$ cat config.mk
export PLATFORM = sky130hd
export DESIGN_NAME = goertzel_tone_magnitude
export DESIGN_NICKNAME = d
export VERILOG_FILES = /design/src/hw/rtl/gtm_pkg.sv /design/src/hw/rtl/gtm_queue.sv /design/src/hw/rtl/gtm_front.sv /design/src/hw/rtl/gtm_isqrt.sv /design/src/hw/rtl/gtm_back.sv /design/src/hw/rtl/goertzel_tone_magnitude.sv
export SDC_FILE = /design/constraint.sdc
export NUM_CORES = 2
export LEC_CHECK = 0
export ABC_AREA = 1
export BUFFER_PORTS_ARGS = -buffer_cell sky130_fd_sc_hd__buf_4
export CELL_PAD_IN_SITES_DETAIL_PLACEMENT = 0
export CELL_PAD_IN_SITES_GLOBAL_PLACEMENT = 2
export CORE_UTILIZATION = 35
export CTS_CLUSTER_SIZE = 20
export DETAILED_ROUTE_END_ITERATION = 6
export PLACE_DENSITY_LB_ADDON = 0.1
export RECOVER_POWER = 100
export SLEW_MARGIN = 20
export SYNTH_ARGS = -nofsm -noshare
export SYNTH_HDL_FRONTEND = slang
export SYNTH_SLANG_ARGS = --single-unit
$ cat constraint.sdc
create_clock -name clk_i -period 7.2 [get_ports clk_i]
set_input_delay 2.16 -clock clk_i [delete_from_list [all_inputs] [get_ports clk_i]]
set_output_delay 2.16 -clock clk_i [all_outputs]
set_load 0.02 [all_outputs]
$ cat src/hw/rtl/gtm_pkg.sv
// Shared types and constants for the Goertzel tone magnitude block.
// No dependencies; imported by every RTL module of the block but gtm_queue.
package gtm_pkg;

  localparam int unsigned SampleW  = 10;
  localparam int unsigned CoefW    = 16;
  localparam int unsigned MagW     = 32;
  localparam int unsigned CfgIdxW  = 4;
  localparam int unsigned CfgDataW = 16;
  localparam int unsigned RootInW  = 2 * MagW;
  localparam int unsigned StepW    = $clog2(MagW);

  // Configuration register indexes.
  localparam logic [CfgIdxW-1:0] RegCoef     = CfgIdxW'(0);
  localparam logic [CfgIdxW-1:0] RegMidpoint = CfgIdxW'(1);

  localparam logic [SampleW-1:0] MidpointReset = SampleW'(512);

  // Sequencer of the magnitude engine.
  typedef enum logic [7:0] {
    ST_IDLE   = 8'b0000_0001,
    ST_SQ1    = 8'b0000_0010,
    ST_SQ2    = 8'b0000_0100,
    ST_CROSS  = 8'b0000_1000,
    ST_TERM   = 8'b0001_0000,
    ST_POWER  = 8'b0010_0000,
    ST_ROOT   = 8'b0100_0000,
    ST_FINISH = 8'b1000_0000
  } gtm_back_state_e;

  // Request to and response from the square root unit.
  typedef struct packed {
    logic               start;
    logic [RootInW-1:0] radicand;
  } gtm_root_req_t;

  typedef struct packed {
    logic            done;
    logic [MagW-1:0] root;
  } gtm_root_rsp_t;

endpackage

$ cat src/hw/rtl/gtm_queue.sv
// Small register queue between the recurrence front end and the magnitude engine.
// Depends on nothing but its parameters.
module gtm_queue #(
  parameter int unsigned WIDTH = 80,
  parameter int unsigned DEPTH = 2
) (
  input  logic             clk_i,
  input  logic             rst_ni,
  input  logic             wr_valid_i,
  output logic             wr_ready_o,
  input  logic [WIDTH-1:0] wr_data_i,
  output logic             rd_valid_o,
  input  logic             rd_ready_i,
  output logic [WIDTH-1:0] rd_data_o
);

  localparam int unsigned PtrW = (DEPTH > 1) ? $clog2(DEPTH) : 1;
  localparam int unsigned CntW = $clog2(DEPTH + 1);

  logic [WIDTH-1:0] entry_q [DEPTH];
  logic [PtrW-1:0]  wr_ptr_q, rd_ptr_q;
  logic [CntW-1:0]  cnt_q;
  logic             push, pop;

  assign wr_ready_o = (cnt_q != CntW'(DEPTH));
  assign rd_valid_o = (cnt_q != '0);
  assign push       = wr_valid_i && wr_ready_o;
  assign pop        = rd_valid_o && rd_ready_i;
  assign rd_data_o  = entry_q[rd_ptr_q];

  always_ff @(posedge clk_i or negedge rst_ni) begin
    if (!rst_ni) begin
      wr_ptr_q <= '0;
      rd_ptr_q <= '0;
      cnt_q    <= '0;
    end else begin
      if (push) begin
        wr_ptr_q <= (wr_ptr_q == PtrW'(DEPTH - 1)) ? '0 : wr_ptr_q + PtrW'(1);
      end
      if (pop) begin
        rd_ptr_q <= (rd_ptr_q == PtrW'(DEPTH - 1)) ? '0 : rd_ptr_q + PtrW'(1);
      end
      unique case ({push, pop})
        2'b10:   cnt_q <= cnt_q + CntW'(1);
        2'b01:   cnt_q <= cnt_q - CntW'(1);
        default: cnt_q <= cnt_q;
      endcase
    end
  end

  always_ff @(posedge clk_i) begin
    if (push) begin
      entry_q[wr_ptr_q] <= wr_data_i;
    end
  end

endmodule

$ cat src/hw/rtl/gtm_front.sv
// Front end: configuration registers, sample intake and the Goertzel recurrence.
// Depends on gtm_pkg; hands finished blocks to gtm_queue.
module gtm_front
  import gtm_pkg::*;
#(
  parameter int unsigned ACC_WIDTH      = 32,
  parameter int unsigned COEF_FRAC_BITS = 14
) (
  input  logic                            clk_i,
  input  logic                            rst_ni,
  input  logic                            cfg_we_i,
  input  logic [CfgIdxW-1:0]              cfg_idx_i,
  input  logic [CfgDataW-1:0]             cfg_wdata_i,
  input  logic                            in_valid_i,
  output logic                            in_stall_o,
  input  logic [SampleW-1:0]              sample_i,
  input  logic                            last_i,
  output logic                            push_valid_o,
  input  logic                            push_ready_i,
  output logic [2*ACC_WIDTH+CoefW-1:0]    push_data_o
);

  localparam int unsigned MulW = ACC_WIDTH + CoefW;
  localparam int unsigned PrW  = MulW + 1;
  localparam int unsigned SumW = PrW + 2;

  localparam logic signed [PrW-1:0] Rnd =
    {{(PrW - COEF_FRAC_BITS){1'b0}}, 1'b1, {(COEF_FRAC_BITS - 1){1'b0}}};
  localparam logic signed [SumW-1:0] AccMax =
    {{(SumW - ACC_WIDTH + 1){1'b0}}, {(ACC_WIDTH - 1){1'b1}}};
  localparam logic signed [SumW-1:0] AccMin =
    {{(SumW - ACC_WIDTH + 1){1'b1}}, {(ACC_WIDTH - 1){1'b0}}};

  logic signed [CoefW-1:0]     coef_q;
  logic        [SampleW-1:0]   mid_q;
  logic signed [ACC_WIDTH-1:0] q1_q, q2_q, q0;
  logic signed [MulW-1:0]      prod_full;
  logic signed [PrW-1:0]       prod_q, prod_d, rnd_sum, rounded;
  logic signed [SampleW:0]     x_q, x_d;
  logic signed [SumW-1:0]      acc_sum;
  logic                        last_q, busy_q, accept, commit;

  // Stage one: product of the coefficient with q1, and the centred sample.
  assign accept    = in_valid_i && !busy_q;
  assign prod_full = coef_q * q1_q;
  assign prod_d    = PrW'(prod_full);
  assign x_d       = $signed({1'b0, sample_i}) - $signed({1'b0, mid_q});

  // Stage two: round half up, add, saturate.
  assign rnd_sum = prod_q + Rnd;
  assign rounded = rnd_sum >>> COEF_FRAC_BITS;
  assign acc_sum = SumW'(rounded) - SumW'(q2_q) + SumW'(x_q);

  always_comb begin
    if (acc_sum > AccMax) begin
      q0 = AccMax[ACC_WIDTH-1:0];
    end else if (acc_sum < AccMin) begin
      q0 = AccMin[ACC_WIDTH-1:0];
    end else begin
      q0 = acc_sum[ACC_WIDTH-1:0];
    end
  end

  // A last sample waits in stage two until the queue has room.
  assign commit       = busy_q && (!last_q || push_ready_i);
  assign in_stall_o   = busy_q;
  assign push_valid_o = busy_q && last_q;
  assign push_data_o  = {q0, q1_q, coef_q};

  always_ff @(posedge clk_i or negedge rst_ni) begin
    if (!rst_ni) begin
      coef_q <= '0;
      mid_q  <= MidpointReset;
      q1_q   <= '0;
      q2_q   <= '0;
      busy_q <= 1'b0;
    end else begin
      if (cfg_we_i) begin
        unique case (cfg_idx_i)
          RegCoef:     coef_q <= cfg_wdata_i[CoefW-1:0];
          RegMidpoint: mid_q  <= cfg_wdata_i[SampleW-1:0];
          default: ;
        endcase
      end
      if (accept) begin
        busy_q <= 1'b1;
      end else if (commit) begin
        busy_q <= 1'b0;
      end
      if (commit) begin
        if (last_q) begin
          q1_q <= '0;
          q2_q <= '0;
        end else begin
          q1_q <= q0;
          q2_q <= q1_q;
        end
      end
    end
  end

  always_ff @(posedge clk_i) begin
    if (accept) begin
      prod_q <= prod_d;
      x_q    <= x_d;
      last_q <= last_i;
    end
  end

endmodule

$ cat src/hw/rtl/gtm_isqrt.sv
// Iterative floor square root of a 64-bit value, one result bit per cycle.
// Depends on gtm_pkg for the request and response types.
module gtm_isqrt
  import gtm_pkg::*;
(
  input  logic          clk_i,
  input  logic          rst_ni,
  input  gtm_root_req_t req_i,
  output gtm_root_rsp_t rsp_o
);

  logic [RootInW-1:0] rem_q, res_q, bit_w, trial;
  logic [StepW-1:0]   cnt_q;
  logic               busy_q, done_q, fits;

  assign bit_w = RootInW'(1) << {cnt_q, 1'b0};
  assign trial = res_q + bit_w;
  assign fits  = (rem_q >= trial);

  assign rsp_o.done = done_q;
  assign rsp_o.root = res_q[MagW-1:0];

  always_ff @(posedge clk_i or negedge rst_ni) begin
    if (!rst_ni) begin
      busy_q <= 1'b0;
      done_q <= 1'b0;
    end else begin
      if (req_i.start) begin
        busy_q <= 1'b1;
      end else if (busy_q && (cnt_q == '0)) begin
        busy_q <= 1'b0;
      end
      done_q <= busy_q && (cnt_q == '0);
    end
  end

  always_ff @(posedge clk_i) begin
    if (req_i.start) begin
      rem_q <= req_i.radicand;
      res_q <= '0;
      cnt_q <= StepW'(MagW - 1);
    end else if (busy_q) begin
      if (fits) begin
        rem_q <= rem_q - trial;
        res_q <= (res_q >> 1) + bit_w;
      end else begin
        res_q <= res_q >> 1;
      end
      cnt_q <= cnt_q - StepW'(1);
    end
  end

endmodule

$ cat src/hw/rtl/gtm_back.sv
// Magnitude engine: shift-add products, power with clamping, square root, output register.
// Depends on gtm_pkg and gtm_isqrt; takes finished blocks from gtm_queue.
module gtm_back
  import gtm_pkg::*;
#(
  parameter int unsigned ACC_WIDTH      = 32,
  parameter int unsigned COEF_FRAC_BITS = 14
) (
  input  logic                         clk_i,
  input  logic                         rst_ni,
  input  logic                         pop_valid_i,
  output logic                         pop_ready_o,
  input  logic [2*ACC_WIDTH+CoefW-1:0] pop_data_i,
  output logic                         out_valid_o,
  input  logic                         out_stall_i,
  output logic [MagW-1:0]              magnitude_o
);

  localparam int unsigned ProdW = 2 * ACC_WIDTH + CoefW;
  localparam int unsigned PwrW  = ProdW + 1;

  gtm_back_state_e      state_q, state_d;
  logic [ACC_WIDTH-1:0] q1_w, q2_w, a1, a2;
  logic [CoefW-1:0]     c_w, ac;
  logic                 neg;
  logic [ACC_WIDTH-1:0] a1_q, a1_d, a2_q, a2_d, mul_b_q, mul_b_d;
  logic [CoefW-1:0]     ac_q, ac_d;
  logic                 neg_q, neg_d;
  logic [ProdW-1:0]     mul_a_q, mul_a_d, acc_q, acc_d, sq_q, sq_d;
  logic [ProdW-1:0]     acc_step, tsh, tadj;
  logic [MagW-1:0]      res_q, res_d, mag_q;
  logic [PwrW-1:0]      sum_pos, diff, power;
  logic                 mul_done, frac, under, over, load_out, out_valid_q;
  gtm_root_req_t        root_req;
  gtm_root_rsp_t        root_rsp;

  // Entry layout: q1, q2, coefficient.
  assign q1_w = pop_data_i[ProdW-1 -: ACC_WIDTH];
  assign q2_w = pop_data_i[CoefW +: ACC_WIDTH];
  assign c_w  = pop_data_i[CoefW-1:0];
  assign a1   = q1_w[ACC_WIDTH-1] ? (~q1_w + ACC_WIDTH'(1)) : q1_w;
  assign a2   = q2_w[ACC_WIDTH-1] ? (~q2_w + ACC_WIDTH'(1)) : q2_w;
  assign ac   = c_w[CoefW-1] ? (~c_w + CoefW'(1)) : c_w;
  // The cross term only counts as negative when none of its factors is zero.
  assign neg  = (q1_w[ACC_WIDTH-1] ^ q2_w[ACC_WIDTH-1] ^ c_w[CoefW-1]) &&
                (q1_w != '0) && (q2_w != '0) && (c_w != '0);

  // One bit of the multiplier per cycle; a product ends when no set bit is left.
  assign mul_done = (mul_b_q == '0);
  assign acc_step = mul_b_q[0] ? (acc_q + mul_a_q) : acc_q;

  // Power from the squares and the scaled cross term held in the accumulator.
  assign frac    = |acc_q[COEF_FRAC_BITS-1:0];
  assign tsh     = acc_q >> COEF_FRAC_BITS;
  assign tadj    = tsh + ProdW'(neg_q && frac);
  assign sum_pos = {1'b0, sq_q} + {1'b0, tadj};
  assign diff    = {1'b0, sq_q} - {1'b0, tsh};
  assign under   = (sq_q < tsh);
  assign power   = neg_q ? sum_pos : (under ? '0 : diff);
  assign over    = |power[PwrW-1:RootInW];

  always_comb begin
    state_d  = state_q;
    a1_d     = a1_q;
    a2_d     = a2_q;
    ac_d     = ac_q;
    neg_d    = neg_q;
    mul_a_d  = mul_a_q;
    mul_b_d  = mul_b_q;
    acc_d    = acc_q;
    sq_d     = sq_q;
    res_d    = res_q;
    load_out = 1'b0;
    root_req = '0;
    unique case (state_q)
      ST_IDLE: begin
        if (pop_valid_i) begin
          a1_d    = a1;
          a2_d    = a2;
          ac_d    = ac;
          neg_d   = neg;
          mul_a_d = ProdW'(a1);
          mul_b_d = a1;
          acc_d   = '0;
          state_d = ST_SQ1;
        end
      end
      ST_SQ1: begin
        if (mul_done) begin
          mul_a_d = ProdW'(a2_q);
          mul_b_d = a2_q;
          state_d = ST_SQ2;
        end else begin
          acc_d   = acc_step;
          mul_a_d = mul_a_q << 1;
          mul_b_d = mul_b_q >> 1;
        end
      end
      ST_SQ2: begin
        if (mul_done) begin
          sq_d    = acc_q;
          acc_d   = '0;
          mul_a_d = ProdW'(a1_q);
          mul_b_d = a2_q;
          state_d = ST_CROSS;
        end else begin
          acc_d   = acc_step;
          mul_a_d = mul_a_q << 1;
          mul_b_d = mul_b_q >> 1;
        end
      end
      ST_CROSS: begin
        if (mul_done) begin
          mul_a_d = acc_q;
          mul_b_d = ACC_WIDTH'(ac_q);
          acc_d   = '0;
          state_d = ST_TERM;
        end else begin
          acc_d   = acc_step;
          mul_a_d = mul_a_q << 1;
          mul_b_d = mul_b_q >> 1;
        end
      end
      ST_TERM: begin
        if (mul_done) begin
          state_d = ST_POWER;
        end else begin
          acc_d   = acc_step;
          mul_a_d = mul_a_q << 1;
          mul_b_d = mul_b_q >> 1;
        end
      end
      ST_POWER: begin
        if (over) begin
          res_d   = '1;
          state_d = ST_FINISH;
        end else begin
          root_req.start    = 1'b1;
          root_req.radicand = power[RootInW-1:0];
          state_d           = ST_ROOT;
        end
      end
      ST_ROOT: begin
        if (root_rsp.done) begin
          res_d   = root_rsp.root;
          state_d = ST_FINISH;
        end
      end
      ST_FINISH: begin
        if (!out_valid_q || !out_stall_i) begin
          load_out = 1'b1;
          state_d  = ST_IDLE;
        end
      end
      default: state_d = ST_IDLE;
    endcase
  end

  gtm_isqrt u_isqrt (
    .clk_i  (clk_i),
    .rst_ni (rst_ni),
    .req_i  (root_req),
    .rsp_o  (root_rsp)
  );

  assign pop_ready_o = (state_q == ST_IDLE);
  assign out_valid_o = out_valid_q;
  assign magnitude_o = mag_q;

  always_ff @(posedge clk_i or negedge rst_ni) begin
    if (!rst_ni) begin
      state_q     <= ST_IDLE;
      out_valid_q <= 1'b0;
    end else begin
      state_q     <= state_d;
      out_valid_q <= load_out || (out_valid_q && out_stall_i);
    end
  end

  always_ff @(posedge clk_i) begin
    a1_q    <= a1_d;
    a2_q    <= a2_d;
    ac_q    <= ac_d;
    neg_q   <= neg_d;
    mul_a_q <= mul_a_d;
    mul_b_q <= mul_b_d;
    acc_q   <= acc_d;
    sq_q    <= sq_d;
    res_q   <= res_d;
    if (load_out) begin
      mag_q <= res_q;
    end
  end

endmodule

$ cat src/hw/rtl/goertzel_tone_magnitude.sv
// Goertzel tone magnitude, top level. Uses gtm_pkg, gtm_front, gtm_queue and gtm_back.
// The sample rate is set by the recurrence loop (multiply, then add): a new sample is
// taken only once the last one is committed, and the engine takes a block only when idle.
// With the engine free, a block's magnitude follows its last sample through the shift-add
// products and the 32-step square root.
// Reset (asynchronous, active low): state words zero, coef 0, midpoint 512, queue empty.
module goertzel_tone_magnitude
  import gtm_pkg::*;
#(
  parameter int unsigned ACC_WIDTH      = 32,
  parameter int unsigned COEF_FRAC_BITS = 14
) (
  input  logic                clk_i,
  input  logic                rst_ni,
  // Configuration write port; index 0 is the coefficient, index 1 the midpoint.
  input  logic                cfg_we_i,
  input  logic [CfgIdxW-1:0]  cfg_idx_i,
  input  logic [CfgDataW-1:0] cfg_wdata_i,
  // Sample channel.
  input  logic                in_valid_i,
  output logic                in_stall_o,
  input  logic [SampleW-1:0]  sample_i,
  input  logic                last_i,
  // Result channel, one word per block.
  output logic                out_valid_o,
  input  logic                out_stall_i,
  output logic [MagW-1:0]     magnitude_o
);

  // Each queue entry carries the final q1, q2 and the coefficient in force.
  localparam int unsigned EntW = 2 * ACC_WIDTH + CoefW;

  logic            push_valid, push_ready, pop_valid, pop_ready;
  logic [EntW-1:0] push_data, pop_data;

  // The front end takes a sample, registers coef*q1 and then forms the rounded,
  // saturated new state from it. On the sample marked last it
  // pushes the block's final state into the queue and clears q1 and q2, so the
  // next block can start at once while the engine is still busy.
  gtm_front #(
    .ACC_WIDTH      (ACC_WIDTH),
    .COEF_FRAC_BITS (COEF_FRAC_BITS)
  ) u_front (
    .clk_i        (clk_i),
    .rst_ni       (rst_ni),
    .cfg_we_i     (cfg_we_i),
    .cfg_idx_i    (cfg_idx_i),
    .cfg_wdata_i  (cfg_wdata_i),
    .in_valid_i   (in_valid_i),
    .in_stall_o   (in_stall_o),
    .sample_i     (sample_i),
    .last_i       (last_i),
    .push_valid_o (push_valid),
    .push_ready_i (push_ready),
    .push_data_o  (push_data)
  );

  // Two entries let the front end keep running over short blocks while the
  // engine works out an earlier magnitude.
  gtm_queue #(
    .WIDTH (EntW),
    .DEPTH (2)
  ) u_queue (
    .clk_i      (clk_i),
    .rst_ni     (rst_ni),
    .wr_valid_i (push_valid),
    .wr_ready_o (push_ready),
    .wr_data_i  (push_data),
    .rd_valid_o (pop_valid),
    .rd_ready_i (pop_ready),
    .rd_data_o  (pop_data)
  );

  // The engine forms q1^2 + q2^2 and the cross term with one shared shift-add
  // multiplier, clamps a negative power to zero, saturates a power that does
  // not fit in 64 bits, and otherwise takes the floor square root. The result
  // word sits in an output register, so the engine can take the next entry
  // while the word still waits to be taken.
  gtm_back #(
    .ACC_WIDTH      (ACC_WIDTH),
    .COEF_FRAC_BITS (COEF_FRAC_BITS)
  ) u_back (
    .clk_i       (clk_i),
    .rst_ni      (rst_ni),
    .pop_valid_i (pop_valid),
    .pop_ready_o (pop_ready),
    .pop_data_i  (pop_data),
    .out_valid_o (out_valid_o),
    .out_stall_i (out_stall_i),
    .magnitude_o (magnitude_o)
  );

endmodule

### Word-level counts from Yosys, hierarchy flattened

Memories as Yosys holds them, arrays and structs flattened.
Index checks and enable logic that the tools add are counted.
W data, S select, Z words.

* register bits: 716
* RAM bits: 160
* memories kept: 1

* add/subtract/negate cells: 19
* multipliers: 1
* order comparisons: 4
* eq/ne operators: 22
* shifts and indexed selects: 1
* muxes and demuxes: 54
* bitwise gates (word level): 5
* reduce and logical (&&, ||, !) cells: 49

Memory list
* u_queue.entry_q: depth 2, bits a word 80, rd ports 1, clocked after memory_dff 0, write ports 1, RTL line gtm_queue.sv:20 `logic [WIDTH-1:0] entry_q [DEPTH];`

Operators with widths (count)
* $mux W80: 9
* $pmux W80 S5: 1
* $mux W32: 10
* $mux W64: 4
* $pmux W80 S3: 1
* $mux W81: 2
* $mux W65: 2
* $pmux W32 S4: 1
* $add A80 B80 Y81: 1
* $sub A80 B66 Y81: 1
* $add A80 B80 Y80: 1
* $lt A80 B66 Y1: 1
* $add A66 B1 Y67: 1
* $add A32 B1 Y32 const B: 2
* $add A63 B64 Y64: 1
* $add A64 B64 Y64: 1
* $ge A64 B64 Y1: 1
* $mux W8: 8
* $not A32 Y32: 2
* $pmux W32 S2: 1
* $pmux W8 S8: 1
* $reduce_bool A32 Y1: 2
* $shl A1 B6 Y64 const A: 1
* $sub A64 B64 Y64: 1
* 48 further kinds: 99

### Logic depth before layout (Yosys ltp)

* word-level depth: 10
* depth in mapped cells: 42
* mapped depth without buffers: 40

### Cells and area by module

Synthesis repeated with hierarchy kept, for this count alone.

* cells, all modules: 13095
* area, all modules: 91913.2 sq um

Modules (own cells, without submodules)
* gtm_back: times used 1, cells an instance 5836, area each 39324.0 sq um, sequential area each 12748.5 sq um
* gtm_front: times used 1, cells an instance 3613, area each 28178.3 sq um, sequential area each 3689.8 sq um
* gtm_isqrt: times used 1, cells an instance 3199, area each 18331.3 sq um, sequential area each 3353.2 sq um
* gtm_queue: times used 1, cells an instance 447, area each 6079.6 sq um, sequential area each 4904.7 sq um

### Least setup slack after synthesis

Ideal clock, no wire load.

* kind: in2reg
* from: input out_stall_i
* to: register u_queue.cnt_q[1]
* setup time: 0.124 ns
* data arrival time: 7.002 ns
* data required time: 7.076 ns
* path slack: 0.073 ns
* stages on the path: 9
* buffers on the path: 0
* cell sequence: nand2_1 > nor2_1 > inv_1 > o2111ai_1 > nor2_1 > ha_1 > a21oi_1 > o21ai_0 > xnor2_1

RTL lines
* from (decl): RTL line goertzel_tone_magnitude.sv:26 `input logic out_stall_i,`
* to (signal assigned): RTL line gtm_queue.sv:44 `2'b10: cnt_q <= cnt_q + CntW'(1);`
* to (signal assigned): RTL line gtm_queue.sv:45 `2'b01: cnt_q <= cnt_q - CntW'(1);`
* to (signal assigned): RTL line gtm_queue.sv:46 `default: cnt_q <= cnt_q;`
* to (decl): RTL line gtm_queue.sv:22 `logic [CntW-1:0] cnt_q;`

### Worst setup path in the final report

* from: register u_front.coef_q[12]
* to: register, netlist name u_front.prod_q[47]

* longest elaborated chain between the ends: 1

Ends and longest elaborated chain
* from (decl): RTL line gtm_front.sv:34 `logic signed [CoefW-1:0] coef_q;`
* from (signal assigned): RTL line gtm_front.sv:80 `RegCoef: coef_q <= cfg_wdata_i[CoefW-1:0];`
* $mul A16 B32 Y48: RTL line gtm_front.sv:45 `assign prod_full = coef_q * q1_q;`
* via u_front.prod_full[47]: RTL line gtm_front.sv:37 `logic signed [MulW-1:0] prod_full;`

The timed path passes the listed nets, and every way through them passes these cells.
A chain may end at the register's enable or synchronous reset.

==> out/metrics.cfg <==
[sta]
finalSetupViolCount=0
final_hold_viol_count=0
fmax_mhz=142
rsz0062_at_grt=no
min_period_ps=7050
fin_ws_ps=150
relSlewSlack_pct=-200
tightest_slew_ps=4500
period_share_pct=97.9
slew_violations=766
fin_worst_skew_ps=106

[synth]
synth.largest_area_cell=edfxtp_1
ys.warnings.count=0
synth_area_per_cell_um2=7.20
synth_cell_types=77
synthCells=12600
synthesis.area_um2=90700
syn_nets=13700
synth_flop_cell=edfxtp_1
async_flop_share_pct=12.3
synth_area_leaders=edfxtp_1, nand2_1, fa_1, inv_1, ha_1
synth_top_area_share_pct=22.8
yosysSeqAreaShare_pct=27.2
synth_edf_count=688
ys_ff_latch=863

[worst_setup_path]
reg2reg_slack_ps=150
r2r_start=u_front.coef_q[12]$_DFFE_PN0P_
cp_max_fo=12
arrival_ps=7570
critPathRequiredTime_ps=7720
cp-start-kind=flip-flop
worstSetupPathType=reg -> reg
r2r-end=u_front.prod_q[47]$_DFFE_PP_
ff2ff_path_depth=20
worstSetupEndpointType=flip-flop

[clock_network]
cts_buffer_depth=3
cts_max_level=3
cts_hold_buf=0
cts-root-buf=clkbuf_16
cts.sinks=863
clkSlewWorstSetupHoldPaths_ps=70
clock_latency_ps=780
numCtsBuffers=108
cts_tree=done

[final_layout]
fin_area_um2=100000
fin_util_pct=38.9
area_growth_pct=10.4
drive_gt1_share_pct=5.84
final_cell_mix=nand2_1, inv_1, nor2_1
final_common_cell=nand2_1
finalNetCount=13900

[floorplan]
die_h_um=511
coreArea_um2=257000
row_count=186
start_util_pct=35.3
pin_count=70
fp.dieArea_um2=261000
chipWidth_um=511

[detailed_routing]
dr.pass1.iters=6
drtIter0Drc=8024
vias_per_cell=5.31
vias=86400
drt-total-wl_um=425000
antenna_left=0
wire_per_inst_um=26.1
drcViolationCount=0

[placement]
io_buffers=69
dp_hpwl_um=361000
pre_cts_ws_ps=1.11
routabilityCongestion=1.03
placed_cell_area_um2=96900

[min_path]
hold-path-endpoint=u_back.magnitude_o[13]$_DFFE_PP_
min_from=u_back.res_q[13]$_SDFFCE_PN1P_
hold_class=reg -> reg
min_path_cells=0

[global_routing]
grt_use_total_pct=31.9
grt_max_degree=114
first_global_vias=86000
gr-total-overflow=0
grt_pass1_wl_um=609000
antenna_found_initial=8

[status]
status=finished, violations left
failed_checks=capacitance limit, slew limit

[flow_run]
maxCapViolations=17

-- layout make-up --
cell class	instances	area, um2
sequential	863	24700
fill	27600	157000
timing repair buffer	414	2920
antenna	15	37.5
multi-input combinational	8985	55500
clock buffer	132	2840
tap	3384	4230
clock inverter	66	827
inverter	2413	9060
-- flip-flops by register name, summed over array words and instances (netlist names), 5 cells and up --
register              cells
u_front.coef_q           16
u_back.mul_a_q           80
u_back.mul_b_q           32
u_front.q2_q             32
u_back.a2_q              32
u_back.a1_q              32
u_front.mid_q            10
u_front.prod_q           35
u_back.u_isqrt.rem_q     64
u_back.acc_q             80
u_back.ac_q              16
u_front.x_q              11
u_back.u_isqrt.res_q     64
u_back.u_isqrt.cnt_q      5
u_back.state_q            8
u_front.q1_q             32
u_queue.entry_q         160
u_back.res_q             32
u_back.sq_q              80
u_back.magnitude_o       32
-- metal layers --
metal	up-vias	GRT usage (%)	routed length [um]
li1	40600	-	-
met1	42400	41.8	182000
met2	2915	52.7	197000
met3	543	4.13	25100
met4	4	13.3	20600
met5	-	0	21
-- repair_timing --
action | CTS | global route
endpoints found under the hold margin | 0 | 0
setup endpoints to repair | 52 | 199
gates resized for setup | 1 | 13
buffers inserted | 0 | 2
-- how the worst max path moves through the flow --
stage	startpoint	endpoint	slack (ps)	cells after the start
floorplan	out_stall_i	u_queue.cnt_q[1]$_DFFE_PN0P_	70	9
global placement	u_back.acc_q[21]$_DFFE_PP_	u_back.u_isqrt.rem_q[52]$_DFFE_PP_	-240	24
detailed placement	u_back.acc_q[1]$_DFFE_PP_	u_back.u_isqrt.rem_q[2]$_DFFE_PP_	1	35
CTS	u_front.q1_q[21]$_DFFE_PN0P_	u_front.prod_q[47]$_DFFE_PP_	40	20
global route	u_back.acc_q[1]$_DFFE_PP_	u_back.u_isqrt.rem_q[2]$_DFFE_PP_	1	41
finish	u_front.coef_q[12]$_DFFE_PN0P_	u_front.prod_q[47]$_DFFE_PP_	150	20
-- synthesized netlist by cell type, types with 69 or more instances --
master / count
xor2_1: 378
a21oi_1: 768
xnor2_1: 157
ha_1: 512
dfxtp_1: 69
nor2_1: 1074
inv_1: 2375
nand3_1: 453
clkbuf_1: 243
edfxtp_1: 688
nand4_1: 116
o21ai_0: 740
nor4_1: 77
o211ai_1: 82
a31oi_1: 88
nand2_1: 3246
dfrtp_1: 104
nor3_1: 141
fa_1: 525
or2_2: 91
-- logic make-up after synthesis --
group / count (synthesis) / share of synthesized area (%)
AO/OA/AOI/OAI: 2003 / 12.3
XOR/XNOR: 535 / 5.17
adder cells (fa/ha/maj): 1037 / 18.7
buffers and inverters: 2740 / 11.6
flip-flops: 863 / 27.2
multiplexers: 25 / 0.284
AND/OR/NAND/NOR: 5385 / 24.7
-- stage by stage --
step | instances | TNS [ps] | hold WS (ps)
6_report | 16300 | 0 | 409
5_1_grt | 16300 | 0 | 417
4_1_cts | 16300 | 0 | 403
3_5_place_dp | 16100 | 0 | 405
3_3_place_gp | 16100 | -239 | 403
2_1_floorplan | 12600 | 0 | 400
-- critical path: stages, from the launching register on --
cell	delay, ps
dfrtp_1	710
clkbuf_1	420
nand2_1	110
inv_1	100
fa_1	430
fa_1	480
fa_1	540
fa_1	530
fa_1	550
fa_1	540
ha_1	330
a21oi_1	150
inv_1	120
a31oi_2	420
buf_4	190
o21ai_0	80
a31oi_1	160
nand2_1	330
nand3_1	170
nand3_1	220
xor2_1	230
Power is not shown: default switching activity piles up to over one toggle a cycle in this logic, so the estimate is an artifact.
